### config.mk
export PLATFORM = sky130hd
export DESIGN_NAME = ptc_cfg_regs
export DESIGN_NICKNAME = d
export VERILOG_FILES = /design/src/design/ptc_pkg.sv /design/src/design/ptc_cfg_regs.sv
export SDC_FILE = /design/constraint.sdc
export NUM_CORES = 1
export LEC_CHECK = 0
export BUFFER_PORTS_ARGS = -buffer_cell sky130_fd_sc_hd__buf_2
export CORE_UTILIZATION = 43
export DETAILED_ROUTE_END_ITERATION = 12
export PLACE_DENSITY = 0.69
export SYNTH_ARGS = -nofsm -noshare
export SYNTH_HDL_FRONTEND = slang
export SYNTH_SLANG_ARGS = --single-unit
### constraint.sdc
create_clock -name clk -period 1.3 [get_ports clk]
set_clock_uncertainty 0.1 [all_clocks]
set_input_delay 0.26 -clock clk [delete_from_list [all_inputs] [get_ports clk]]
set_output_delay 0.26 -clock clk [all_outputs]
set_load 0.02 [all_outputs]
### src/design/ptc_pkg.sv
`timescale 1ns / 1ps
// ----------------------------------------------------------------------------
// ptc_pkg
// Shared types and constants of the barometer compensation pipeline.
// ----------------------------------------------------------------------------
package ptc_pkg;

	localparam int RAW_W      = 24;
	localparam int CAL_W      = 16;
	localparam int CFG_IDX_W  = 3;
	localparam int TEMP_OUT_W = 19;
	localparam int PRES_OUT_W = 32;
	localparam int NUM_STAGES = 9;

	// Temperature thresholds in hundredths of a degree
	localparam int TEMP_REF  = 2000;
	localparam int TEMP_COLD = -1500;

	// Second-order correction coefficients
	localparam int OFF2_A_COEF  = 61;
	localparam int SENS2_A_COEF = 29;
	localparam int OFF2_B_COEF  = 17;
	localparam int SENS2_B_COEF = 9;

	typedef enum logic [CFG_IDX_W-1:0] {
		CFG_SENS_T1   = 3'd0,
		CFG_OFF_T1    = 3'd1,
		CFG_TCS       = 3'd2,
		CFG_TCO       = 3'd3,
		CFG_T_REF     = 3'd4,
		CFG_TEMP_SENS = 3'd5
	} cfg_idx_t;

	typedef struct packed {
		logic [CAL_W-1:0] sens_t1;
		logic [CAL_W-1:0] off_t1;
		logic [CAL_W-1:0] tcs;
		logic [CAL_W-1:0] tco;
		logic [CAL_W-1:0] t_ref;
		logic [CAL_W-1:0] temp_sens;
	} cal_t;

	// Hand-off from the temperature half to the pressure half (stage 4)
	typedef struct packed {
		logic             inv;
		logic             a_neg;    // TEMP below 20.00 C
		logic             b_neg;    // TEMP below -15.00 C
		logic [RAW_W-1:0] d1;
		logic [20:0]      t_out;    // TEMP - T2, signed
		logic [36:0]      off_lin;  // first-order offset, signed
		logic [35:0]      sens_lin; // first-order sensitivity, signed
		logic [33:0]      a2;       // (TEMP - 2000)^2
		logic [34:0]      b2;       // (TEMP + 1500)^2
	} corr_t;

endpackage

### src/design/ptc_cfg_regs.sv
`timescale 1ns / 1ps
// ----------------------------------------------------------------------------
// ptc_cfg_regs
// Calibration word registers, written through the configuration channel.
// ----------------------------------------------------------------------------
module ptc_cfg_regs (
	input  logic                           clk,
	input  logic                           arst_n,
	input  logic                           cfg_valid,
	input  logic [ptc_pkg::CFG_IDX_W-1:0]  cfg_index,
	input  logic [ptc_pkg::CAL_W-1:0]      cfg_data,
	output ptc_pkg::cal_t                  cal
);
	import ptc_pkg::*;

	cal_t cal_q;

	always_ff @(posedge clk or negedge arst_n) begin
		if (!arst_n) begin
			cal_q <= '0;
		end else if (cfg_valid) begin
			case (cfg_index)
				CFG_SENS_T1:   cal_q.sens_t1   <= cfg_data;
				CFG_OFF_T1:    cal_q.off_t1    <= cfg_data;
				CFG_TCS:       cal_q.tcs       <= cfg_data;
				CFG_TCO:       cal_q.tco       <= cfg_data;
				CFG_T_REF:     cal_q.t_ref     <= cfg_data;
				CFG_TEMP_SENS: cal_q.temp_sens <= cfg_data;
				default:       cal_q           <= cal_q; // drop unknown index
			endcase
		end
	end

	assign cal = cal_q;

endmodule

======== Word-level counts from Yosys, hierarchy flattened ========
Index checks and enable logic that the tools add are counted.
storage, ports and cells
  flip-flop bits (word level) ............. 96
  bits of input ports ..................... 22
operators by class
  eq/ne operators ......................... 5
  reductions and logical operators ........ 7
operator list
  cell                                                                    number
  2-bit AND reduction                                                     6
  3-bit by 2-bit equality test with 1-bit output (second input constant)  2
  3-bit equality test (second input constant)                             2
  3-bit by 1-bit equality test with 1-bit output (second input constant)  1
  3-bit logical NOT                                                       1

======== Depth between registers and ports, before layout ========
  word-level depth ........................ 2
  gate-level depth with buffers ........... 5
  depth with buffers taken out ............ 2

======== Worst setup path after synthesis ========
No wires, ideal clock.
  kind .................................... input-to-reg
  start ................................... input cfg_index[0] (netlist name)
  end ..................................... register cal_q (netlist bit cal[80])
  required time ........................... 1.075 ns
  path buffers ............................ 2
  cell stages on the path ................. 4
  arrival ................................. 1.323 ns
  path slack .............................. -0.248 ns
  cell sequence ........................... buf_6 nor4b_4 buf_6 mux2_2
between the ends
  word-level cells in the longest chain between the ends .. 2
RTL lines
  what                                  line                text
  start, declared                       ptc_cfg_regs.sv:10  input logic [ptc_pkg::CFG_IDX_W-1:0] cfg_index,
  3-bit logical NOT                     ptc_cfg_regs.sv:22  case (cfg_index)
  2-bit AND reduction (no source line)  n/a
  end signal, assigned                  ptc_cfg_regs.sv:29  default: cal_q <= cal_q;
  end, declared                         ptc_cfg_regs.sv:16  cal_t cal_q;
No other way between the ends.
A chain may end at the register's enable or synchronous reset.

======== Worst setup path in the final report ========
  start ................................... register cal_q (netlist bit cal[20])
  end ..................................... output cal[20] (netlist name)
RTL lines
  what           line                text
  end, declared  ptc_cfg_regs.sv:12  output ptc_pkg::cal_t cal
No word-level cell between the ends.

==> metrics.log <==
INFO  metric tritoncts_num_sinks = 96
INFO  metric worstPathArrival = 0.91 ns
INFO  metric status = completed
INFO  metric postLayoutCoreUtil = 0.6456
INFO  metric worstSetupPathDepth = 1
INFO  metric synth_top_area_cell = dfrtp_1
INFO  metric hold_viol = 0
INFO  metric drt_pass1_iterations = 4
INFO  metric share_seq_of_total_power = 0.441
INFO  metric critical_path.reg2reg.startpoint = cal[31]$_DFFE_PN0P_
INFO  metric layout.cells.most_common = dfrtp_1
INFO  metric cp_top_family = flip-flops
INFO  metric p_int = 6.269 mW
INFO  metric post_route_cells_drive_above_1_share = 0.7324
INFO  metric clock_tree.htree_level_count = 3
INFO  metric tightestPinTransition = 0.2956 ns
INFO  metric avgSynthCellArea = 17.69 µm²
INFO  metric first_pass_grt_wire_length = 12550 µm
INFO  metric pin_count_of_the_biggest_net_entering_global_routing = 33
INFO  metric ys_seq_area_frac = 0.6531
INFO  metric die_ar = 0.008928 mm²
INFO  metric drv_cap = 0
INFO  metric synth_fp_nets = 230
INFO  metric pin_count = 118
INFO  metric first_global_vias = 2315
INFO  metric floorplan.core_area = 0.008258 mm²
INFO  metric yosysUniqueCellTypes = 10
INFO  metric overflow = 0
INFO  metric worstSetupPathType = reg2out
INFO  metric rsz0062_at_grt = true
INFO  metric vias = 2378
INFO  metric cts-root-to-sink-buffers = 2
INFO  metric p_per_area = 1724 mW/mm²
INFO  metric total_power = 9.191 mW
INFO  metric detailed_place.area = 0.004663 mm²
INFO  metric p_sw_frac = 0.3179
INFO  metric post-route-period-util = 0.9779
INFO  metric gr-usage-all-layers = 0.1921
INFO  metric data_required_time_at_the_worst_endpoint = 0.94 ns
INFO  metric dpl_wire_length = 5719 µm
INFO  metric detail-route-antenna-nets = 0
INFO  metric r2r_cells = 3
INFO  metric largest_reg_flops = 96
INFO  metric max_stage_delay = 0.42 ns
INFO  metric pwr-share-clk = 0.211
INFO  metric die-width = 94.49 µm
INFO  metric initial_antenna_violation_count = 0
INFO  metric rrSetupSlack = 0.17 ns
INFO  metric combinational_share_of_power = 0.348
INFO  metric clk_pin_slew = 0.09 ns
INFO  metric insertion_delay = 0.35 ns
INFO  metric post_synthesis_cell_area = 0.003679 mm²
INFO  metric cts_tree = done
INFO  metric layout_common_cells = dfrtp_1 (96), buf_2 (70), mux2_2 (60)
INFO  metric crit_end = cal[20]
INFO  metric worst_slew_margin_rel = 0.8029
INFO  metric port_buffers = 117
INFO  metric ir_drop = 0.9854 mV
INFO  metric drcViolationCount = 0
INFO  metric yosysWarningCount = 0
INFO  metric power.static_leakage = 2.588 nW
INFO  metric totalWireLength = 8344 µm
INFO  metric count_of_buffer_and_inverter_cells_on_the_critical_path = 1
INFO  metric first_iter_violations = 38
INFO  metric rows = 33
INFO  metric vias_per_cell = 5.006
INFO  metric clockRootBuffer = clkbuf_8
INFO  metric regToRegEndpoint = cal[31]$_DFFE_PN0P_
INFO  metric gp_congestion = 0.7136
INFO  metric starting_density = 0.4455
INFO  metric cp_max_fo = 2
INFO  metric synth-seq-cells = 96
INFO  metric timing.critical_path.from = cal[20]$_DFFE_PN0P_
INFO  metric ys_top_cells_by_area = dfrtp_1 (65%), mux2_2 (29%), buf_6 (2.1%)
INFO  metric syn2layout_area_growth = 44.93%
INFO  metric slew_violations = 0
INFO  metric cell_area_after_layout = 0.005331 mm²
INFO  metric cts_inserted_buffers = 9
INFO  metric netlist.area_leader.share = 0.6531
INFO  metric antenna-diode-count = 0
INFO  metric total_switching_power = 2.922 mW
INFO  metric max_clock_freq = 786.6 MHz
INFO  metric cp-start-kind = flip-flop
INFO  metric avgRoutedWirePerCell = 17.57 µm
INFO  metric worst_path_max_delay_cell = dfrtp_1
INFO  metric min_period = 1.271 ns
INFO  metric fp.dieH = 94.49 µm
INFO  metric netlist_instances = 208
INFO  metric path_cells = buf_6
INFO  metric nets = 388
INFO  metric final-setup-viol-count = 0
INFO  metric worstSetupEndpointType = output port
INFO  metric worst_hold_path_type = in2reg
-- power groups by stage --
stage | Combinational (mW) | Sequential [mW] | Clock, mW
2_1_floorplan | 0.774 | 4.85 | 0
3_3_place_gp | 2.57 | 4.01 | 0
3_5_place_dp | 2.61 | 4.04 | 0
4_1_cts | 2.65 | 3.99 | 2.00
5_1_grt | 3.39 | 4.12 | 2.12
6_report | 3.20 | 4.05 | 1.94
-- Yosys cell counts --
| cell type | count |
|---|---|
| and4bb_1 | 1 |
| and4bb_2 | 2 |
| buf_2 | 2 |
| buf_6 | 7 |
| buf_8 | 1 |
| dfrtp_1 | 96 |
| mux2_1 | 1 |
| mux2_2 | 95 |
| nand4b_2 | 2 |
| nor4b_4 | 1 |
-- metrics by stage --
stage / hold slack [ns] / setup TNS, ns / setup slack, ns / cells
6_report: 0.1103 / 0 / 0.02867 / 475
4_1_cts: 0.09139 / 0 / 0.002212 / 454
3_5_place_dp: 0.06905 / -15.13 / -0.2198 / 435
5_1_grt: 0.09761 / -0.1014 / -0.01482 / 475
2_1_floorplan: -0.1356 / -6.364 / -0.2450 / 208
3_3_place_gp: 0.06628 / -13.53 / -0.1971 / 435
-- logic make-up after synthesis --
kind of cell           count (synthesis)  share of synthesized area
flip-flops                            96                     0.6531
AND/OR/NAND/NOR                        6                    0.02483
buffers and inverters                 10                    0.02823
multiplexers                          96                     0.2939
-- how the worst min path moves through the flow --
stage                       startpoint             endpoint  depth (start not counted)
after CTS                 cfg_data[11]  cal[59]$_DFFE_PN0P_                          2
after global routing      cfg_data[11]  cal[59]$_DFFE_PN0P_                          2
after detailed placement        arst_n  cal[56]$_DFFE_PN0P_                          1
final                      cfg_data[5]  cal[21]$_DFFE_PN0P_                          2
after global placement          arst_n  cal[56]$_DFFE_PN0P_                          1
after floorplan                 arst_n   cal[0]$_DFFE_PN0P_                          0
-- routing by layer --
metal,wire [µm],vias up,global-route usage
met5,0,-,0
met4,113,0,0.07576
met3,603,9,0.05314
met2,3681,87,0.2784
met1,3946,1226,0.2735
li1,-,1056,-
-- final cells by class --
| class | instances | area (µm²) |
|---|---|---|
| multi-input cells | 102 | 1304 |
| clock buffers | 10 | 137.6 |
| repair buffers | 157 | 1300 |
| well taps | 105 | 131.4 |
| fillers | 615 | 2927 |
| clock inverters | 5 | 56.30 |
| flip-flops and latches | 96 | 2402 |
-- what timing repair did --
action,CTS,global route
hold buffers,1,0
endpoints found under the setup margin,3,58
gates resized for setup,0,93
endpoints found under the hold margin,83,0
pin swaps,0,0
setup buffers,3,21
Power figures use the tool's default switching activity.
