<file path="src/design/ptc_pkg.sv">
`timescale 1ns / 1ps
// ----------------------------------------------------------------------------
// ptc_pkg
// Shared types and constants of the barometer compensation pipeline.
// ----------------------------------------------------------------------------
package ptc_pkg;

	localparam int RAW_W      = 24;
	localparam int CAL_W      = 16;
	localparam int CFG_IDX_W  = 3;
	localparam int TEMP_OUT_W = 19;
	localparam int PRES_OUT_W = 32;
	localparam int NUM_STAGES = 9;

	// Temperature thresholds in hundredths of a degree
	localparam int TEMP_REF  = 2000;
	localparam int TEMP_COLD = -1500;

	// Second-order correction coefficients
	localparam int OFF2_A_COEF  = 61;
	localparam int SENS2_A_COEF = 29;
	localparam int OFF2_B_COEF  = 17;
	localparam int SENS2_B_COEF = 9;

	typedef enum logic [CFG_IDX_W-1:0] {
		CFG_SENS_T1   = 3'd0,
		CFG_OFF_T1    = 3'd1,
		CFG_TCS       = 3'd2,
		CFG_TCO       = 3'd3,
		CFG_T_REF     = 3'd4,
		CFG_TEMP_SENS = 3'd5
	} cfg_idx_t;

	typedef struct packed {
		logic [CAL_W-1:0] sens_t1;
		logic [CAL_W-1:0] off_t1;
		logic [CAL_W-1:0] tcs;
		logic [CAL_W-1:0] tco;
		logic [CAL_W-1:0] t_ref;
		logic [CAL_W-1:0] temp_sens;
	} cal_t;

	// Hand-off from the temperature half to the pressure half (stage 4)
	typedef struct packed {
		logic             inv;
		logic             a_neg;    // TEMP below 20.00 C
		logic             b_neg;    // TEMP below -15.00 C
		logic [RAW_W-1:0] d1;
		logic [20:0]      t_out;    // TEMP - T2, signed
		logic [36:0]      off_lin;  // first-order offset, signed
		logic [35:0]      sens_lin; // first-order sensitivity, signed
		logic [33:0]      a2;       // (TEMP - 2000)^2
		logic [34:0]      b2;       // (TEMP + 1500)^2
	} corr_t;

endpackage

</file>
<file path="src/design/ptc_pipe_ctrl.sv">
`timescale 1ns / 1ps
// ----------------------------------------------------------------------------
// ptc_pipe_ctrl
// Valid bits and per-stage load enables; a stage loads when empty or when
// the stage after it moves on, so bubbles close up under an output stall.
// ----------------------------------------------------------------------------
module ptc_pipe_ctrl (
	input  logic                            clk,
	input  logic                            arst_n,
	input  logic                            in_valid,
	input  logic                            out_stall,
	output logic [ptc_pkg::NUM_STAGES-1:0]  en,
	output logic                            in_stall,
	output logic                            out_valid
);
	import ptc_pkg::*;

	logic [NUM_STAGES-1:0] vld_q;
	logic [NUM_STAGES:0]   go;

	always_comb begin
		go[NUM_STAGES] = !out_stall;
		for (int k = NUM_STAGES - 1; k >= 0; k--) begin
			go[k] = !vld_q[k] || go[k+1];
		end
	end

	assign en = go[NUM_STAGES-1:0];

	always_ff @(posedge clk or negedge arst_n) begin
		if (!arst_n) begin
			vld_q <= '0;
		end else begin
			if (en[0]) begin
				vld_q[0] <= in_valid;
			end
			for (int k = 1; k < NUM_STAGES; k++) begin
				if (en[k]) begin
					vld_q[k] <= vld_q[k-1];
				end
			end
		end
	end

	assign in_stall  = !en[0];
	assign out_valid = vld_q[NUM_STAGES-1];

endmodule

</file>
<file path="config.mk">
export PLATFORM = sky130hd
export DESIGN_NAME = ptc_pipe_ctrl
export DESIGN_NICKNAME = d
export VERILOG_FILES = /design/src/design/ptc_pkg.sv /design/src/design/ptc_pipe_ctrl.sv
export SDC_FILE = /design/constraint.sdc
export NUM_CORES = 1
export LEC_CHECK = 0
export BUFFER_PORTS_ARGS = -buffer_cell sky130_fd_sc_hd__buf_2
export CAP_MARGIN = 5
export CORE_AREA = 2 2 39 41
export CTS_CLUSTER_SIZE = 30
export DETAILED_ROUTE_END_ITERATION = 8
export DIE_AREA = 0 0 41 43
export MAX_ROUTING_LAYER = met4
export PLACE_DENSITY = 0.63
export SYNTH_ARGS = -nofsm -noshare
export SYNTH_HDL_FRONTEND = slang
export SYNTH_SLANG_ARGS = --single-unit
</file>
<file path="constraint.sdc">
create_clock -name clk -period 1.2 [get_ports clk]
set_input_delay 0.12 -clock clk [delete_from_list [all_inputs] [get_ports clk]]
set_output_delay 0.12 -clock clk [all_outputs]
set_load 0.05 [all_outputs]
</file>
=== Word-level counts from Yosys, hierarchy flattened ===
Cells that the tools add are included.

* Input port bits: 4
* Bits in registers: 9

* Reduce and logical (&&, ||, !) cells: 20

{| class="wikitable"
|+ Operator list
! cell !! count
|-
| $logic_not A1 Y1 || 11
|-
| $logic_or A1 B1 Y1 || 9
|}

=== Longest topological paths before layout ===
Gate-level depths: netlist of the first run.

* Depth after elaboration: 11
* Gate-level depth with buffers: 3

=== Worst setup path before layout of the first run ===
Ideal clock, no wire load.

* Kind: reg2out
* From: register vld_q[8]
* To: output en[3] (netlist bit)
* Cell stages (with the launch flop): 4
* Path buffers: 1
* Arrival time: 1.619 ns
* Setup slack: -0.539 ns
* Path through: dfrtp_1 -> and4_1 -> buf_4 -> nand4_1

* Word-level cells in the longest chain between the ends: 7

{| class="wikitable"
|+ RTL lines
! item !! line !! source
|-
| start: declaration || ptc_pipe_ctrl.sv:18 || <nowiki>logic [NUM_STAGES-1:0] vld_q;</nowiki>
|-
| start signal: indexed assignment || ptc_pipe_ctrl.sv:39 || <nowiki>vld_q[k] <= vld_q[k-1];</nowiki>
|-
| $logic_not A1 Y1 || ptc_pipe_ctrl.sv:24 || <nowiki>go[k] = !vld_q[k] || go[k+1];</nowiki>
|-
| $logic_or A1 B1 Y1 (6 in a row) || ptc_pipe_ctrl.sv:24 ||
|-
| end: declaration || ptc_pipe_ctrl.sv:12 || <nowiki>output logic [ptc_pkg::NUM_STAGES-1:0] en,</nowiki>
|}

No other way between the ends.

=== Worst setup path after layout of the first run ===
* From: register vld_q[8]
* To: output en[0] (netlist bit)

* Word-level cells in the longest chain between the ends: 10

{| class="wikitable"
|+ RTL lines
! item !! line
|-
| $logic_not A1 Y1 || ptc_pipe_ctrl.sv:24
|-
| $logic_or A1 B1 Y1 (9 in a row) || ptc_pipe_ctrl.sv:24
|}

No other way between the ends.

==> metrics.txt, run 1 <==
final hold violations 0; count of final setup violators 8; Cell Area, Synth approximately 380 um2; adder and majority gate portion of the synthesized area 0%; FILL cells 136; Power Density 1860 mW/mm2; Largest regs vld_q x9; drc violations 0; most flop-heavy register vld_q; TritonCTS clock tree done; cell taking the most area after synthesis dfrtp_1; Root Driver clkbuf_4; post-synthesis register bit count 9; Clock Latency Late Sink 0.25 ns; Hold Startpoint in_valid; Psw between 0.0004 and 0.0005 W; Post-Syn Nets 36; post-synthesis sequential area ratio between 50% and 60%; Die Height ~43 um; FF-to-FF setup slack around 0.05 ns; Leakage about 0.3 nW; post-DR wirelength/cell ~12 um; Mean Syn Cell Area about 12 um2; switching portion of total power between 30 and 40%; aggregate global-route resource usage ~12%; total CTS buffers 3; fin crit period around 1.4 ns; Routed WL 881 um; Synth Area in Simple Gates between 20% and 30%; Clock Sinks 9; largest family of logic cells by synthesized area simple AND/OR/NAND/NOR gates; Worst Hold Class in2reg; Worst R2R Path Depth 4; failing checks setup timing; vias in the first global route 320; Max Cap Viol 0; post-synthesis async set-or-reset flop share 100%; Max Freq slightly above 700 MHz; Required @ worst endpoint 1.08 ns; drt first pass iters 3; die width 41 um; WHS Endpoint vld_q[0]$_DFFE_PN0P_; Crit path largest cell delay between 0.3 and 0.4 ns; H-tree Lvls 1; Starting Density between 20% and 30%; IO Pins 15; Die Area between 0.0015 and 0.002 mm2; RSZ-0062 raised after global routing yes; DR vias/cell ~4.8; DRT antenna net count 0; actual slew at the worst max-slew pin around 0.25 ns; ordered cell list for the critical path and4_4 > buf_6 > nand4_1 > buf_6; mux share of post-synthesis cell area 0%; Comb power frac ~50%; Final #Nets 64; Antenna Cells 0; Port Buffers 14; crit path capture type primary output; Max Buffers Root-to-Sink 2; most frequent cells after synthesis dfrtp_1 (9), and4_1 (3), nand2_1 (3), nand2b_1 (3), nand3_1 (3); internal power between 0.0007 and 0.0008 W; worst setup margin -0.194 ns; gpl congestion about 0.64; Seq pwr share a little under a third; Synth Area in Compound Gates approximately 14%; area of the multi-input gates between 150 and 200 um2; r2r endpoint vld_q[1]$_DFFE_PN0P_; Yosys warning total 0; CP max FO 4; fraction of layout cells with a size suffix above 1 between 50 and 60%; cells after synthesis 32; Rel. slew slack a little over four fifths; Setup Skew just over 0.003 ns; synth top area cells dfrtp_1 (59%), and4_1 (6.9%), a41o_1 (5.3%); Fin Setup TNS -1.21 ns; Worst setup SP type flop; Post-synth EDFFs 0; clock share of power 18.2%; Critical path buffers and inverters 2; Core Region 0.00138 mm2; peak supply drop between 800 and 900 uV; largest net degree at the start of global routing 10; initial antenna violation count 0; row count 14; dpl ws roughly 0.0029 ns; Tcrit/Tclk final 116%; Yosys top cell area share between 50% and 60%; Worst Path Arrival 1.27 ns; XOR/XNOR Fraction of Synth Area 0%; first-pass GRT wire length approximately 1.3 mm; final instance area 663 um2; First DRT Iteration DRCs 7; synth unique cells 11; Worst R2R Start vld_q[8]$_DFFE_PN0P_; most frequent cell after synthesis dfrtp_1; via count ~360; Register Area approximately 230 um2; total grt overflow 0; prevailing post-synth register cell dfrtp_1; top cell family by delay on the critical path simple AND/OR/NAND/NOR gates; Worst path slowest cell dfrtp_2; most used cell, CP buf_6; Final Slew Violations 0; Worst-path clk slew around 0.06 ns; status complete, but fails checks; max reg flops 9; hpwl dp around 600 um; hold-critical path depth 2; placed cell area between 500 and 600 um2; critical path type reg2out; Synth-to-Final Area Change 74.3%
[repair_timing]
item,in CTS,in global routing
gates resized for setup,22,6
setup endpoints to repair,10,10
endpoints found under the hold margin,9,0
hold buffers,1,0
setup buffers,0,2
pin swaps,2,1
[stage by stage]
| step | util (%) | total power (W) | hold WS (ns) | std cells |
|---|---|---|---|---|
| after floorplan | - | 0.000734 | -0.176 | 32 |
| after global placement | 37.6 | 0.000880 | -0.0203 | 68 |
| after detailed placement | 37.6 | 0.000885 | -0.0242 | 68 |
| after CTS | 45.3 | 0.00121 | 0.0413 | 73 |
| after global routing | 47.9 | 0.00130 | 0.0507 | 75 |
| final | 47.9 | 0.00123 | 0.0567 | 75 |
[how the worst max path moves through the flow]
stage | start | end | cells after the start
finish | vld_q[8]$_DFFE_PN0P_ | en[0] | 4
global route | vld_q[7]$_DFFE_PN0P_ | en[0] | 4
CTS | vld_q[8]$_DFFE_PN0P_ | en[4] | 4
detailed placement | vld_q[2]$_DFFE_PN0P_ | in_stall | 3
global placement | vld_q[7]$_DFFE_PN0P_ | in_stall | 3
floorplan | vld_q[8]$_DFFE_PN0P_ | en[3] | 3
[cells by family (layout without fill, tap and decap cells)]
kind of cell	Yosys count	count (layout)
buf+inv	3	30
flops	9	9
compound gates	6	6
simple gates	14	14
[cells in the final DEF (no fill, tap or decap)]
cell type	count
nand3_4	1
nand3_1	2
clkbuf_4	3
buf_4	9
nand4_1	2
nand2_2	1
clkbuf_1	1
inv_2	1
nand2_1	2
a31o_1	2
buf_6	9
and4_2	1
a41o_1	2
dfrtp_1	8
dfrtp_2	1
a21o_1	2
dlygate4sd3_1	1
and4_4	2
buf_8	2
buf_2	4
nand2b_1	3
[power groups by stage]
stage	sequential, W	combinational (W)	clock, W
6_report	0.000391	0.000615	0.000224
4_1_cts	0.000389	0.000579	0.000240
3_3_place_gp	0.000390	0.000490	0
2_1_floorplan	0.000417	0.000317	0
3_5_place_dp	0.000392	0.000493	0
5_1_grt	0.000396	0.000649	0.000256
[layout make-up]
| class | count | area share [%] |
|---|---|---|
| clock buffers | 4 | 3.96 |
| inverters | 1 | 0.566 |
| multi-input cells | 20 | 23.8 |
| flip-flops and latches | 9 | 34.2 |
| well taps | 16 | 3.02 |
| repair buffers | 25 | 34.5 |
[layer usage]
metal | vias to the layer above | part of all wire (%) | GRT usage, %
li1 | 171 | - | -
met1 | 170 | 46 | 14.8
met2 | 14 | 47 | 15.3
met3 | 2 | 6.0 | 3.14
met4 | 0 | 1.1 | 12.0
met5 | - | 0 | -
[worst register-to-register path: cells and delay by family, from the launching register on]
kind / cells / cell delay [ns]
compound gates: 1 / 0.19
buf+inv: 2 / 0.27
flops: 1 / 0.40
simple gates: 1 / 0.19
Power figures use the tool's default switching activity.
==> run 2: changes to the inputs <==
==> constraint.sdc (replaced) <==
create_clock -name clk -period 1.4 [get_ports clk]
set_input_delay 0.14 -clock clk [delete_from_list [all_inputs] [get_ports clk]]
set_output_delay 0.14 -clock clk [all_outputs]
set_load 0.05 [all_outputs]
==> run 2 against run 1 <==
Against the previous run:
- the flow still finishes with violations (setup timing)
- sequential power shrank 13%
- total power shrank 18%
- flip-flop and latch count is the same
- cell count grew 1.3%
- hold slack gained 0.028 ns
- critical path depth shrank 1
- sequential share of layout area grew 1.8 points
- utilization shrank 2.4 points
- critical path type unchanged
- highest routed layer is now met3
==> metrics.txt, run 2 (same netlist as run 1, synthesis figures left out) <==
max reg flops 9; Die Height approximately 43 um; Worst-path clk slew about 0.06 ns; Core Region 0.00138 mm2; CP max FO 6; Final Slew Violations 0; Routed WL approximately 900 um; IO Pins 15; Power Density 1610 mW/mm2; peak supply drop between 600 and 700 uV; Starting Density between 20% and 30%; die width about 41 um; H-tree Lvls 1; hpwl dp about 530 um; total CTS buffers 3; Port Buffers 14; Worst Path Arrival roughly 1.3 ns; Crit path largest cell delay between 0.3 and 0.4 ns; drt first pass iters 3; via count roughly 370; Max Buffers Root-to-Sink 2; Worst path slowest cell dfrtp_2; row count 14; Antenna Cells 0; Max Cap Viol 0; final instance area roughly 630 um2; largest net degree at the start of global routing 10; Rel. slew slack about 83%; actual slew at the worst max-slew pin 0.252 ns; Die Area 0.00176 mm2; failing checks setup timing; DR vias/cell slightly below 5; Clock Latency Late Sink between 0.2 and 0.3 ns; Fin Setup TNS -0.0236 ns; initial antenna violation count 0; Root Driver clkbuf_4; first-pass GRT wire length between 1 and 1.5 mm; aggregate global-route resource usage ~11%; commonest non-fill, non-tap cell in the layout buf_4; post-DR wirelength/cell 11.7 um; placed cell area roughly 480 um2; worst setup margin -0.0143 ns; RSZ-0062 raised after global routing yes; most used cell, CP and4_4; ordered cell list for the critical path and4_4 > and4_4 > buf_8; gpl congestion 0.736; Setup Skew approximately 0.0013 ns; final core occ 45.5%; Max Freq slightly above 700 MHz; Worst setup SP type flop; TritonCTS clock tree done; fin crit period ~1.4 ns; vias in the first global route between 300 and 400; critical path type reg2out; Synth-to-Final Area Change 65.5%; Worst Hold Class in2reg; crit path capture type primary output; Clock Sinks 9; count of final setup violators 2; Leakage 0.294 nW; Final #Nets 65; DRT antenna net count 0; final hold violations 0; drc violations 0; Tcrit/Tclk final 101%; fraction of layout cells with a size suffix above 1 a little over half; total grt overflow 0; Largest regs vld_q x9; Required @ worst endpoint roughly 1.3 ns; most frequent cells in the layout buf_4 (10), dfrtp_1 (8), buf_2 (7); most flop-heavy register vld_q; First DRT Iteration DRCs 3; status complete, but fails checks
-- run 2: area by class of cell --
class                   instances  area [um2]
clock buffers                   4        26.3
fillers                       145         754
inverters                       1        3.75
multi-input cells              21         154
flip-flops and latches          9         226
well taps                      16        20.0
repair buffers                 25         199
-- run 2: stage by stage --
step | hold WS, ns | power [W] | std cells | setup slack, ns
after floorplan | -0.156 | 0.000629 | 32 | -0.161
after global placement | -0.000382 | 0.000699 | 62 | 0.126
after detailed placement | 0.00199 | 0.000703 | 62 | 0.113
after CTS | 0.0745 | 0.000986 | 73 | -0.0364
after global routing | 0.0819 | 0.00108 | 76 | -0.0650
final | 0.0843 | 0.00101 | 76 | -0.0143
-- run 2: where the power goes --
group | leakage [nW] | internal, W | switching, W
combinational | 0.184 | 0.000195 | 0.000283
clock | 0.0150 | 0.000109 | 0.0000850
sequential | 0.0952 | 0.000306 | 0.0000333
-- run 2: critical path: cells and delay by family, from the launching register on --
| kind | cells | cell delay (ns) |
|---|---|---|
| buffers and inverters | 1 | 0.14 |
| flip-flops | 1 | 0.37 |
| AND/OR/NAND/NOR | 2 | 0.50 |
-- run 2: final timing paths --
kind                                 startpoint                   end  slack [ns]  cells past startpoint
max                        vld_q[8]$_DFFE_PN0P_              in_stall       -0.01                      3
min                                    in_valid  vld_q[0]$_DFFE_PN0P_        0.08                      2
max reg2reg                vld_q[7]$_DFFE_PN0P_  vld_q[1]$_DFFE_PN0P_        0.25                      3
min reg2reg                vld_q[6]$_DFFE_PN0P_  vld_q[7]$_DFFE_PN0P_        0.50                      1
max in group asynchronous                arst_n  vld_q[8]$_DFFE_PN0P_        0.94                      2
min in group asynchronous                arst_n  vld_q[3]$_DFFE_PN0P_        0.26                      2
-- run 2: timing repair --
item / in CTS / in global routing
hold buffers: 1 / 0
buffers inserted: 5 / 3
pin swaps: 2 / 2
resized for setup: 12 / 5
cloned: 1 / 0
hold endpoints to repair: 9 / 0
endpoints found under the setup margin: 6 / 7
-- run 2: metal layers --
layer / global-route usage (%) / wire length, um
met2: 16.3 / 408
met4: 6.00 / 0
met5: - / 0
met1: 13.3 / 415
met3: 3.14 / 66
