<file path="src/design/ptc_pkg.sv">
`timescale 1ns / 1ps
// ----------------------------------------------------------------------------
// ptc_pkg
// Shared types and constants of the barometer compensation pipeline.
// ----------------------------------------------------------------------------
package ptc_pkg;

	localparam int RAW_W      = 24;
	localparam int CAL_W      = 16;
	localparam int CFG_IDX_W  = 3;
	localparam int TEMP_OUT_W = 19;
	localparam int PRES_OUT_W = 32;
	localparam int NUM_STAGES = 9;

	// Temperature thresholds in hundredths of a degree
	localparam int TEMP_REF  = 2000;
	localparam int TEMP_COLD = -1500;

	// Second-order correction coefficients
	localparam int OFF2_A_COEF  = 61;
	localparam int SENS2_A_COEF = 29;
	localparam int OFF2_B_COEF  = 17;
	localparam int SENS2_B_COEF = 9;

	typedef enum logic [CFG_IDX_W-1:0] {
		CFG_SENS_T1   = 3'd0,
		CFG_OFF_T1    = 3'd1,
		CFG_TCS       = 3'd2,
		CFG_TCO       = 3'd3,
		CFG_T_REF     = 3'd4,
		CFG_TEMP_SENS = 3'd5
	} cfg_idx_t;

	typedef struct packed {
		logic [CAL_W-1:0] sens_t1;
		logic [CAL_W-1:0] off_t1;
		logic [CAL_W-1:0] tcs;
		logic [CAL_W-1:0] tco;
		logic [CAL_W-1:0] t_ref;
		logic [CAL_W-1:0] temp_sens;
	} cal_t;

	// Hand-off from the temperature half to the pressure half (stage 4)
	typedef struct packed {
		logic             inv;
		logic             a_neg;    // TEMP below 20.00 C
		logic             b_neg;    // TEMP below -15.00 C
		logic [RAW_W-1:0] d1;
		logic [20:0]      t_out;    // TEMP - T2, signed
		logic [36:0]      off_lin;  // first-order offset, signed
		logic [35:0]      sens_lin; // first-order sensitivity, signed
		logic [33:0]      a2;       // (TEMP - 2000)^2
		logic [34:0]      b2;       // (TEMP + 1500)^2
	} corr_t;

endpackage

</file>
<file path="src/design/ptc_press_path.sv">
`timescale 1ns / 1ps
// ----------------------------------------------------------------------------
// ptc_press_path
// Stages 5 to 9: second-order OFF2 and SENS2, final OFF and SENS, the split
// D1 * SENS product, and the saturated pressure with the output register.
// ----------------------------------------------------------------------------
module ptc_press_path (
	input  logic                                  clk,
	input  logic [ptc_pkg::NUM_STAGES-1:0]        en,
	input  ptc_pkg::corr_t                        corr,
	output logic signed [ptc_pkg::TEMP_OUT_W-1:0] temperature_centi,
	output logic signed [ptc_pkg::PRES_OUT_W-1:0] pressure_centi,
	output logic                                  invalid
);
	import ptc_pkg::*;

	// Stage 5: correction terms, zero at or above 20.00 C
	logic [39:0]        off2_a_c;
	logic [38:0]        off2_b_c;
	logic [38:0]        sens2_a_c;
	logic [37:0]        sens2_b_c;
	logic [40:0]        off2_c;
	logic [39:0]        sens2_c;
	logic               inv_s5;
	logic [20:0]        t_out_s5;
	logic [RAW_W-1:0]   d1_s5;
	logic signed [36:0] off_lin_s5;
	logic signed [35:0] sens_lin_s5;
	logic [40:0]        off2_s5;
	logic [39:0]        sens2_s5;

	assign off2_a_c  = 40'(corr.a2) * 40'(OFF2_A_COEF);
	assign sens2_a_c = 39'(corr.a2) * 39'(SENS2_A_COEF);
	assign off2_b_c  = 39'(corr.b2) * 39'(OFF2_B_COEF);
	assign sens2_b_c = 38'(corr.b2) * 38'(SENS2_B_COEF);

	always_comb begin
		off2_c  = '0;
		sens2_c = '0;
		if (corr.a_neg) begin
			off2_c  = 41'(off2_a_c[39:4]);
			sens2_c = 40'(sens2_a_c[38:4]);
			if (corr.b_neg) begin
				off2_c  = off2_c + 41'(off2_b_c);
				sens2_c = sens2_c + 40'(sens2_b_c);
			end
		end
	end

	always_ff @(posedge clk) begin
		if (en[4]) begin
			inv_s5      <= corr.inv;
			t_out_s5    <= corr.t_out;
			d1_s5       <= corr.d1;
			off_lin_s5  <= $signed(corr.off_lin);
			sens_lin_s5 <= $signed(corr.sens_lin);
			off2_s5     <= off2_c;
			sens2_s5    <= sens2_c;
		end
	end

	// Stage 6: final OFF and SENS
	logic               inv_s6;
	logic [20:0]        t_out_s6;
	logic [RAW_W-1:0]   d1_s6;
	logic signed [42:0] off_s6;
	logic signed [40:0] sens_s6;

	always_ff @(posedge clk) begin
		if (en[5]) begin
			inv_s6   <= inv_s5;
			t_out_s6 <= t_out_s5;
			d1_s6    <= d1_s5;
			off_s6   <= $signed({{6{off_lin_s5[36]}}, off_lin_s5}) - $signed({2'b0, off2_s5});
			sens_s6  <= $signed({{5{sens_lin_s5[35]}}, sens_lin_s5})
			          - $signed({1'b0, sens2_s5});
		end
	end

	// Stage 7: D1 * SENS as two partial products
	logic               inv_s7;
	logic [20:0]        t_out_s7;
	logic signed [42:0] off_s7;
	logic [43:0]        p_lo_s7;
	logic signed [45:0] p_hi_s7;

	always_ff @(posedge clk) begin
		if (en[6]) begin
			inv_s7   <= inv_s6;
			t_out_s7 <= t_out_s6;
			off_s7   <= off_s6;
			p_lo_s7  <= d1_s6 * sens_s6[19:0];
			p_hi_s7  <= $signed({1'b0, d1_s6}) * $signed(sens_s6[40:20]);
		end
	end

	// Stage 8: combine the partial products
	logic               inv_s8;
	logic [20:0]        t_out_s8;
	logic signed [42:0] off_s8;
	logic signed [65:0] prod_s8;

	always_ff @(posedge clk) begin
		if (en[7]) begin
			inv_s8   <= inv_s7;
			t_out_s8 <= t_out_s7;
			off_s8   <= off_s7;
			prod_s8  <= $signed({p_hi_s7, 20'b0}) + $signed({22'b0, p_lo_s7});
		end
	end

	// Stage 9: subtract OFF, scale, saturate, zero on an invalid reading
	logic signed [47:0] diff_c;
	logic signed [32:0] p_wide_c;
	logic [31:0]        p_sat_c;

	assign diff_c   = $signed({{3{prod_s8[65]}}, prod_s8[65:21]})
	                - $signed({{5{off_s8[42]}}, off_s8});
	assign p_wide_c = diff_c[47:15];

	always_comb begin
		if (p_wide_c[32] != p_wide_c[31]) begin
			p_sat_c = p_wide_c[32] ? 32'h8000_0000 : 32'h7FFF_FFFF;
		end else begin
			p_sat_c = p_wide_c[31:0];
		end
	end

	always_ff @(posedge clk) begin
		if (en[8]) begin
			invalid           <= inv_s8;
			temperature_centi <= inv_s8 ? '0 : $signed(t_out_s8[TEMP_OUT_W-1:0]);
			pressure_centi    <= inv_s8 ? '0 : $signed(p_sat_c);
		end
	end

endmodule

</file>
<file path="config.mk">
export PLATFORM = sky130hd
export DESIGN_NAME = ptc_press_path
export DESIGN_NICKNAME = d
export VERILOG_FILES = /design/src/design/ptc_pkg.sv /design/src/design/ptc_press_path.sv
export SDC_FILE = /design/constraint.sdc
export NUM_CORES = 2
export LEC_CHECK = 0
export BUFFER_PORTS_ARGS = -buffer_cell sky130_fd_sc_hd__clkbuf_2
export CAP_MARGIN = 25
export CORE_ASPECT_RATIO = 1.1
export CORE_UTILIZATION = 67
export CTS_CLUSTER_SIZE = 8
export DETAILED_ROUTE_END_ITERATION = 6
export PLACE_DENSITY_LB_ADDON = 0.2
export SLEW_MARGIN = 20
export SYNTH_ARGS = -nofsm -noshare
export SYNTH_HDL_FRONTEND = slang
export SYNTH_SLANG_ARGS = --single-unit
export TNS_END_PERCENT = 5
</file>
<file path="constraint.sdc">
create_clock -name clk -period 21.8 [get_ports clk]
set_input_delay 6.54 -clock clk [delete_from_list [all_inputs] [get_ports clk]]
set_output_delay 6.54 -clock clk [all_outputs]
set_load 0.01 [all_outputs]
</file>
=== After elaboration in Yosys (flattened, before gate mapping) ===
Index checks and enable logic that the tools add are counted.
W data, S select, Z words.

* Output and inout port bits: 52
* Word-level logic and storage cells: 44
* Register bits after elaboration: 658
* Bits of input ports: 200

* Reduce and logical (&&, ||, !) cells: 1
* Add/sub/neg operators: 6
* Equal/unequal tests: 1
* Multiplexer cells: 4
* Multiply operators: 6

{| class="wikitable"
|+ Operator list
! kind !! count
|-
| $add A66 B45 Y66 || 1
|-
| $mux W32 || 2
|-
| $mul A25 B21 Y46 || 1
|-
| $sub A45 B43 Y46 || 1
|-
| $mul A24 B20 Y44 || 1
|-
| $sub A37 B41 Y42 || 1
|-
| $sub A36 B40 Y41 || 1
|-
| $add A36 B39 Y40 || 1
|-
| $mul A34 B6 Y40 const B || 1
|-
| $add A35 B38 Y39 || 1
|-
| $mul A34 B5 Y39 const B || 1
|-
| $mul A35 B5 Y39 const B || 1
|-
| $mul A35 B4 Y38 const B || 1
|-
| $mux W36 || 1
|-
| $mux W35 || 1
|-
| $reduce_and A2 Y1 || 1
|-
| $ne A1 B1 Y1 || 1
|}

=== Depth between registers and ports, before layout ===
* Depth after elaboration: 3
* Gate-level depth with buffers: 28
* Mapped depth without buffers: 28

=== Worst setup path after synthesis ===
OpenSTA, ideal clock, no wires.

* Path type: input-to-reg
* Start: in corr[36] (netlist name)
* End: reg off2_s5[37], data pin
* Library setup time: 0.265 ns
* Path buffers: 0
* Arrival: 12.105 ns
* Stages: 26
* Required time: 21.535 ns
* Slack: 9.430 ns
* Cell sequence: fa_1 > fa_1 > inv_1 > fa_1 > inv_1 > ha_1 > a21oi_1 > or3b_2 > nand3_1 > nand3_1 > o21a_1 > o21bai_1 > a21oi_1 > xnor2_1 > ha_1 > and3_1 > a221oi_1 > o21ai_0 > a31oi_2 > o21ai_2 > a311oi_2 > a21oi_1 > a221o_1 > nand2_1 > xnor2_1 > nor2_1

* Word-level cells in the longest chain between the ends: 2

{| class="wikitable"
|+ Ends and longest elaborated chain
! what !! RTL line !! source
|-
| start: declaration || ptc_press_path.sv:10 || <nowiki>input ptc_pkg::corr_t corr,</nowiki>
|-
| $mul A34 B6 Y40 || ptc_press_path.sv:32 || <nowiki>assign off2_a_c = 40'(corr.a2) * 40'(OFF2_A_COEF);</nowiki>
|-
| $add A36 B39 Y40 || ptc_press_path.sv:44 || <nowiki>off2_c = off2_c + 41'(off2_b_c);</nowiki>
|-
| end signal: assignment || ptc_press_path.sv:57 || <nowiki>off2_s5 <= off2_c;</nowiki>
|-
| end: declaration || ptc_press_path.sv:29 || <nowiki>logic [40:0] off2_s5;</nowiki>
|}

Every way passes these cells.
A chain may end at the register's enable or synchronous reset.

=== Worst setup path after layout ===
* Start: in corr[54] (netlist name)
* End: reg sens2_s5[37], data pin

* Word-level cells in the longest chain between the ends: 2

{| class="wikitable"
|+ Ends and longest elaborated chain
! what !! RTL line !! source
|-
| $mul A34 B5 Y39 || ptc_press_path.sv:33 || <nowiki>assign sens2_a_c = 39'(corr.a2) * 39'(SENS2_A_COEF);</nowiki>
|-
| $add A35 B38 Y39 || ptc_press_path.sv:45 || <nowiki>sens2_c = sens2_c + 40'(sens2_b_c);</nowiki>
|-
| end signal: assignment || ptc_press_path.sv:58 || <nowiki>sens2_s5 <= sens2_c;</nowiki>
|-
| end: declaration || ptc_press_path.sv:30 || <nowiki>logic [39:0] sens2_s5;</nowiki>
|}

Every way passes these cells.

==> impl_metrics.env <==
export IMPL_drc_errors=0
export IMPL_grt_pass1_vias=55900
export IMPL_yosys_warnings=0
export IMPL_cp_top_family="compound AO/OA/AOI/OAI gates"
export IMPL_ys_seq_area_share_pct=24.9
export IMPL_placed_cell_area_um2=76500
export IMPL_fin_nets=9524
export IMPL_cts_setup_buffers=0
export IMPL_cp_slowest_cell="nor4b_1"
export IMPL_grt_pass1_wl_mm=289
export IMPL_dr_pass1_iters=6
export IMPL_min_period_ps=13020
export IMPL_ys_async_sr_fraction_pct=0
export IMPL_drive_above_1_share_pct=6.17
export IMPL_synthToLayoutAreaGrowth_pct=6.92
export IMPL_cts_hold_buf=0
export IMPL_syn_inst=7387
export IMPL_crit_fanout=6
export IMPL_ant_nets=0
export IMPL_dieArea_um2=112000
export IMPL_synth_avg_cell_area_um2=10.0
export IMPL_syn_area_um2=73800
export IMPL_dr_wl_met3_mm=10.7
export IMPL_cp_num_cells=25
export IMPL_fin_tns_setup_ps=0
export IMPL_worstMarginPinSlew_ps=1140
export IMPL_grt_use_total_pct=33.0
export IMPL_multi_input_area_um2=49600
export IMPL_synth_ff_type="edfxtp_1"
export IMPL_wl_per_cell_um=19.9
export IMPL_final_cell_mix="inv_1 (1333), fa_1 (940), ha_1 (825), nand2_1 (764), edfxtp_1 (613)"
export IMPL_critPathKind="in -> reg"
export IMPL_finalSetupViolations=0
export IMPL_post_cts_resize_count=0
export IMPL_io_buffers=245
export IMPL_antenna_found_initial=7
export IMPL_hpwl_mm=140
export IMPL_initial_utilization_pct=67.6
export IMPL_max_freq_mhz=76.8
export IMPL_place_congestion=0.994
export IMPL_hold_viol_final=0
export IMPL_period_share_pct=59.7
export IMPL_drtIter0Drc=3696
export IMPL_via_per_inst=5.90
export IMPL_end_kind="register"
export IMPL_cts_buffers=87
export IMPL_clock_latency_ps=700
export IMPL_finish_instance_area_um2=78900
export IMPL_cp_startpoint="corr[54]"
export IMPL_maxCapViolations=0
export IMPL_crit_path_end="sens2_s5[37]"
export IMPL_cts_tree="done"
export IMPL_cts_sinks=613
export IMPL_clockBufferDepth=3
export IMPL_reg2reg_slack_ps=13560
export IMPL_hold_path_class="reg -> reg"
export IMPL_worst_path_buf_inv=2
export IMPL_top_layer="met5"
export IMPL_wl_met1_mm=67.6
export IMPL_cts_clk_slew_worst_paths_ps=50
export IMPL_start_kind="input pin"
export IMPL_synth_nets=9352
export IMPL_fp_row_count=127
export IMPL_r2r_end="p_lo_s7[43]"
export IMPL_crit_required_ps=22210
export IMPL_nFillCells=7766
export IMPL_r2r_cells=24
export IMPL_final_core_util_pct=72.3
export IMPL_die_h_um=350
export IMPL_cp_arrival_ps=13430
export IMPL_cts_htree_levels=3
export IMPL_drv_slew=0
export IMPL_core_area_um2=109000
export IMPL_fin_skew_ps=77.5
export IMPL_rsz0062_at_grt="false"
export IMPL_overflow=0
export IMPL_synth_cell_types=96
export IMPL_dr_wl_met2_mm=89.5
export IMPL_io_pins=252
export IMPL_cts_root_buf="clkbuf_16"
export IMPL_drt_wl_total_mm=179
export IMPL_final_common_cell="inv_1"
export IMPL_whs_ps=354
export IMPL_synth_edf_count=613
export IMPL_crit_reg2reg_launch="sens_s6[2]"
export IMPL_grt_max_degree=81
export IMPL_status="completed"
export IMPL_vias=53100
export IMPL_regArea_um2=18400
export IMPL_slew_headroom_pct=24.2
export IMPL_ys_ff_latch=613
export IMPL_die_w_um=319
export IMPL_critPathMaxStageDelay_ps=700
[sequential cells by signal (all words and copies together) (netlist names), 39 cells and up]
signal    count
off2_s5      40
sens2_s5     39
off_s7       42
p_hi_s7      46
off_s6       42
off_s8       42
sens_s6      41
prod_s8      45
[worst reg2reg max path, stage by stage, from the launching register on]
cell       delay [ps]
edfxtp_1         1090
and2_1            300
fa_1              420
fa_1              510
inv_1              50
fa_1              480
inv_1              60
fa_1              500
fa_1              510
fa_1              490
inv_1              50
fa_1              470
inv_1              40
ha_1              320
a211oi_1          290
and3_1            190
o21ai_0           100
a221o_1           390
o2111ai_1         300
a21boi_1          210
a21oi_2           290
o21ai_1           200
nand4_1           180
a21oi_1           100
xnor2_1           410
[cells by family after synthesis]
family	count (synthesis)	share of synthesized area [%]
AO/OA/AOI/OAI	1112	9.96
adder cells (fa/ha/maj)	1765	39.5
XOR/XNOR	380	4.51
buffers and inverters	1563	7.96
multiplexers	35	0.478
AND/OR/NAND/NOR	1919	12.7
flip-flops	613	24.9
[synth_stat cells, drive strengths merged (6+ instances only)]
master / instances / share of area (%)
o41ai: 9 / 0.15
a221o: 7 / 0.095
or3: 19 / 0.16
edfxtp: 613 / 25
a21o: 170 / 1.7
and4: 12 / 0.14
nand3b: 7 / 0.071
o211a: 15 / 0.20
a211o: 9 / 0.11
a21boi: 19 / 0.20
nand4: 33 / 0.28
o21a: 65 / 0.66
clkbuf: 221 / 1.1
o21ai: 214 / 1.5
nand2b: 65 / 0.56
mux2i: 33 / 0.45
o211ai: 21 / 0.21
and3: 43 / 0.36
xnor2: 264 / 3.1
nand2: 764 / 3.9
nor2b: 130 / 1.1
nor4: 6 / 0.059
o21bai: 47 / 0.48
a221oi: 11 / 0.16
o31a: 16 / 0.19
nand3: 80 / 0.54
buf: 9 / 0.061
inv: 1333 / 6.8
and2: 418 / 3.5
or2: 7 / 0.059
ha: 825 / 14
nor2: 254 / 1.3
a2111oi: 7 / 0.10
o2111ai: 6 / 0.071
a31o: 6 / 0.071
a31oi: 31 / 0.28
o31ai: 12 / 0.14
a211oi: 47 / 0.51
fa: 940 / 25
nor3: 66 / 0.45
a41oi: 7 / 0.093
xor2: 116 / 1.4
a311oi: 10 / 0.14
a21oi: 338 / 2.4
[area by class of cell]
cell class | count | share of cell area, %
Clock inverter | 9 | 0.281
Antenna cell | 1 | 0.00317
Tap cell | 1419 | 2.25
Multi-Input combinational cell | 5211 | 62.8
Inverter | 1333 | 6.34
Clock buffer | 91 | 2.78
Sequential cell | 613 | 23.3
Timing Repair Buffer | 313 | 2.27
[routing by layer]
metal | vias to the layer above | track usage [%]
met4 | 6 | 19.3
met1 | 26400 | 39.7
met3 | 453 | 4.02
met5 | - | 0
li1 | 24400 | -
met2 | 1872 | 57.4
[worst min path at each step]
| stage | end | cells after the start | slack, ps | start |
|---|---|---|---|---|
| after floorplan | d1_s6[0] | 0 | 400 | d1_s5[0] |
| after global placement | t_out_s6[14] | 0 | 400 | t_out_s5[14] |
| after detailed placement | d1_s6[3] | 0 | 400 | d1_s5[3] |
| after CTS | off_s8[21] | 0 | 360 | off_s7[21] |
| after global routing | off_s8[21] | 0 | 370 | off_s7[21] |
| final | off_s8[21] | 0 | 350 | off_s7[21] |
[per-stage QoR]
step / cells / worst slack [ps]
floorplan: 7387 / 9430
global route: 8990 / 8430
CTS: 8984 / 8900
global placement: 8883 / 8370
detailed placement: 8884 / 8240
finish: 8990 / 8780
Power is not shown: default switching activity piles up to over one toggle a cycle in this logic, so the estimate is an artifact.
